--- config.mk ---
export PLATFORM = sky130hd
export DESIGN_NAME = c3br_cell
export DESIGN_NICKNAME = d
export VERILOG_FILES = /design/src/rtl/c3br_pkg.sv /design/src/rtl/c3br_cell.sv
export SDC_FILE = /design/constraint.sdc
export NUM_CORES = 2
export LEC_CHECK = 0
export ABC_AREA = 0
export BUFFER_PORTS_ARGS = -buffer_cell sky130_fd_sc_hd__buf_2
export CAP_MARGIN = 25
export CORE_ASPECT_RATIO = 0.8
export CORE_MARGIN = 2
export CORE_UTILIZATION = 55
export DETAILED_ROUTE_END_ITERATION = 10
export PLACE_DENSITY_LB_ADDON = 0.12
export REMOVE_ABC_BUFFERS = 1
export SYNTH_ARGS = -nofsm -noshare
export SYNTH_HDL_FRONTEND = slang
export SYNTH_SLANG_ARGS = --single-unit
--- constraint.sdc ---
create_clock -name clk -period 8.2 [get_ports clk]
set_input_delay 1.64 -clock clk [delete_from_list [all_inputs] [get_ports clk]]
set_output_delay 1.64 -clock clk [all_outputs]
set_load 0.05 [all_outputs]
--- src/rtl/c3br_pkg.sv ---
// c3br_pkg: shared types, widths and register codes of the 3x3 convolution unit
// no dependencies; imported by the interfaces, c3br_cell and the top level
`timescale 1ns / 1ps

package c3br_pkg;

    localparam int KSIZE          = 3;
    localparam int PIX_W          = 16;
    localparam int WT_W           = 16;
    localparam int RES_W          = 15;
    localparam int PROD_W         = 2 * PIX_W;
    localparam int COL_W          = PROD_W + 2;
    localparam int ACC_W          = PROD_W + 4;
    localparam int BIAS_W         = 32;
    localparam int ROW_W          = KSIZE * WT_W;
    localparam int DIM_W          = 11;
    localparam int CFG_IDX_W      = 3;
    localparam int CFG_DATA_W     = ROW_W;
    localparam int MAX_WIDTH_DEF  = 1024;
    localparam int MAX_HEIGHT_DEF = 1024;
    localparam int DIM_RESET      = 8;
    localparam int FRAC_DROP      = 12;
    localparam int ROUND_HALF     = 1 << (FRAC_DROP - 1);
    localparam int RES_MAX        = (1 << RES_W) - 1;

    typedef logic signed [PIX_W-1:0]  pix_t;
    typedef logic signed [PROD_W-1:0] prod_t;
    typedef logic signed [COL_W-1:0]  colsum_t;
    typedef logic signed [ACC_W-1:0]  acc_t;

    typedef enum logic [CFG_IDX_W-1:0] {
        CFG_WEIGHTS_ROW0 = 3'd0,
        CFG_WEIGHTS_ROW1 = 3'd1,
        CFG_WEIGHTS_ROW2 = 3'd2,
        CFG_BIAS_VALUE   = 3'd3,
        CFG_IMAGE_WIDTH  = 3'd4,
        CFG_IMAGE_HEIGHT = 3'd5
    } cfg_index_t;

    // window cell control: shift takes a new column, advance moves the mac stages
    typedef struct packed {
        logic shift;
        logic advance;
    } cell_ctrl_t;

endpackage

--- src/rtl/c3br_cell.sv ---
// c3br_cell: one window column (three pixels) with its three multipliers and column sum
// depends on c3br_pkg; chained by the top level, right cell takes the new column
`timescale 1ns / 1ps

module c3br_cell (
    input  logic                clk,
    input  logic                rst_n,
    input  c3br_pkg::cell_ctrl_t ctrl,
    input  c3br_pkg::pix_t      col_in [c3br_pkg::KSIZE],
    input  c3br_pkg::pix_t      wt [c3br_pkg::KSIZE],
    output c3br_pkg::pix_t      col_out [c3br_pkg::KSIZE],
    output c3br_pkg::colsum_t   colsum
);
    import c3br_pkg::*;

    pix_t    pix_reg [KSIZE];
    prod_t   prod_reg [KSIZE];
    colsum_t colsum_reg;

    // window pixels, handed to the left neighbor on every shift
    always_ff @(posedge clk or negedge rst_n)
    begin
        if (!rst_n)
        begin
            for (int r = 0; r < KSIZE; r++)
            begin
                pix_reg[r] <= '0;
            end
        end
        else if (ctrl.shift)
        begin
            for (int r = 0; r < KSIZE; r++)
            begin
                pix_reg[r] <= col_in[r];
            end
        end
    end

    always_ff @(posedge clk)
    begin
        if (ctrl.advance)
        begin
            for (int r = 0; r < KSIZE; r++)
            begin
                prod_reg[r] <= PROD_W'(pix_reg[r] * wt[r]);
            end
            colsum_reg <= COL_W'(prod_reg[0]) + COL_W'(prod_reg[1]) + COL_W'(prod_reg[2]);
        end
    end

    assign col_out = pix_reg;
    assign colsum  = colsum_reg;
endmodule

==> results.py <==
metrics = {
    "setup_path": {
        "worst-setup-path-type": "input pin to flop",
        "startpoint_type": "input pin",
        "worstPathCellList": "buf_2 > and2_1 > fa_1 > inv_1 > fa_1 > fa_1 > fa_1 > inv_1 > fa_1 > inv_1 > fa_1 > inv_1 > ha_1 > nand3_1 > or3_1 > or3_1 > or3_1 > a21oi_1 > or3_1 > a21oi_1 > xnor2_1",
        "cp.required_ps": 8450,
        "critPathSlowestCell": "fa_1",
        "crit_path_max_fanout": 16,
        "crit_top_cell": "fa_1",
        "critical-path-max-stage-delay_ps": 660,
        "endpoint_kind": "flop",
        "arrival_ps": 7610,
    },
    "global_route": {
        "grt_max_degree": 70,
        "antenna_found_initial": 1,
        "overflow": 0,
        "grt_pass1_vias": 26367,
        "grt.total_usage_pct": 26.1,
        "grt_pass1_wl_um": 142000,
    },
    "yosys": {
        "dominantRegCellSynth": "edfxtp_1",
        "synth-async-reset-ratio_pct": 27.0,
        "synth_common_cells": "895 x inv_1, 819 x fa_1, 406 x nand2_1, 357 x and2_1, 278 x ha_1",
        "synth_top_area_share_pct": 44.0,
        "ys.warnings.count": 0,
        "synth.largest_area_cell": "fa_1",
        "ys_seq_area_share_pct": 13.7,
        "synthesis.area_um2": 37200,
        "syn_area_per_cell_um2": 10.0,
        "ys_ff_latch": 178,
        "synthMostInstantiatedCell": "inv_1",
        "synthTopCellsByArea": "fa_1 44%, edfxtp_1 10%, ha_1 9.3%",
        "ys_types": 71,
        "synth-edff-count": 130,
        "synthCells": 3718,
    },
    "clock_tree": {
        "insertion_delay_ps": 510,
        "clockBufferDepth": 2,
        "cts_resized": 0,
        "clkTransAtPathRegs_ps": 80,
        "cts_setup_buffers": 0,
        "htreeDepth": 4,
        "cts_tree": "done",
        "root_buffer": "clkbuf_16",
        "cts_hold_buf": 0,
        "cts_buffers": 17,
        "clock_sinks": 178,
    },
    "floorplan": {
        "fp-row-count": 85,
        "io_pins": 182,
        "fp.dieW_um": 295,
        "die-area_um2": 69800,
        "die_h_um": 237,
        "start_util_pct": 55.5,
        "core-area_um2": 67100,
    },
    "placement": {
        "placed_cell_area_um2": 39000,
        "place_inst": 4721,
        "hpwl_um": 69300,
        "io_buffer_count": 181,
        "place_congestion": 0.863,
    },
    "sta": {
        "fin_crit_sh_pct": 89.7,
        "worst_slew_pin_slew_ps": 873,
        "drv_slew": 0,
        "fin_setup_tns_ps": 0,
        "hold_viol": 0,
        "rsz0062_at_grt": "false",
        "setup_viol_count_final": 0,
        "clock.fmax_mhz": 136,
        "relSlewSlack_pct": 41.8,
        "skew_ps": 12.9,
        "period_needed_ps": 7350,
    },
    "finish": {
        "area_growth_pct": 6.31,
        "final_cells": 4753,
        "largest_reg_flops": 96,
        "drive_above_1_share_pct": 7.79,
        "antenna_cells": 0,
        "nNetsFinal": 5024,
        "design_area_um2": 39600,
    },
    "detailed_routing": {
        "vias_per_cell": 5.22,
        "ant_nets": 0,
        "drt-initial-drc-count": 1416,
        "post_drt_wl_per_cell_um": 17.6,
        "drc": 0,
        "wl_um": 83500,
        "first_pass_iters": 5,
        "via_count": 24803,
    },
    "flow_run": {
        "drv_cap": 0,
    },
    "worst_hold_path": {
        "min_path_type": "flop to flop",
    },
    "run_status": {
        "outcome": "finished clean",
    },
}
==> cells by family after synthesis <==
family	after synthesis	synth area share (%)
adders and majority gates	1097	53.4
buffers and inverters	1000	10.1
and+or+nand+nor	966	12.8
AOI/OAI and AO/OA	300	5.56
DFF	178	13.7
xor gates and xnor gates	126	2.96
muxes	51	1.54
==> metrics by stage <==
stage / hold WS (ps) / utilization, % / setup slack, ps
6_report: 590 / 59.0 / 846
5_1_grt: 620 / 59.0 / 621
4_1_cts: 582 / 59.0 / 861
3_5_place_dp: 560 / 58.1 / 293
3_3_place_gp: 548 / 58.1 / 421
2_1_floorplan: 680 / - / 963
==> metal layers <==
metal,global-route usage [%],up-vias,wire (µm)
met3,5.10,70,5560
met4,5.50,0,1410
li1,-,11378,-
met2,38.3,666,36400
met5,0,-,0
met1,40.3,12689,40100
==> layout by cell type (no fill, tap or decap), types with 5 or more instances in the layout <==
master,instances
nand3_1,21
fa_1,819
inv_1,895
clkbuf_16,17
and2_1,357
o21a_1,19
nor2_1,93
buf_2,180
mux2_2,49
ha_1,278
nand4_1,8
o21ai_0,42
nand2b_1,30
a21o_1,45
a31oi_1,9
o21bai_1,24
nand2_1,406
buf_4,13
xor2_1,26
a211oi_1,17
xnor2_1,100
nor3_1,19
a21oi_1,86
or3_1,7
inv_8,5
edfxtp_1,130
dfrtp_1,48
==> path summary, 6_finish.rpt <==
check	startpoint	endpoint	cells past startpoint	slack, ps
worst max-delay path	wt[2]	prod_reg[0][94]	21	850
worst min-delay path	col_out[31]	col_out[31]	1	590
worst max register to register	col_out[15]	prod_reg[0][94]	20	1500
worst min register to register	col_out[31]	col_out[31]	1	590
max in group asynchronous	rst_n	col_out[40]	2	6400
min in group asynchronous	rst_n	col_out[12]	2	1280
==> critical path: cells and delay by family <==
| family | cells | cell delay [ps] |
|---|---|---|
| fa+ha+maj | 7 | 3500 |
| compound gates | 2 | 250 |
| buf+inv | 5 | 460 |
| xor+xnor | 1 | 130 |
| simple gates | 6 | 1640 |
==> final cells by class <==
type	instances	area, µm²
sequential	178	5100
timing repair buffer	194	1010
multi-input combinational	2540	28400
clock buffer	17	425
clock inverter	15	164
tap	913	1140
fill	5828	27500
inverter	896	3360
Power is not shown: default switching activity piles up to over one toggle a cycle in this logic, so the estimate is an artifact.
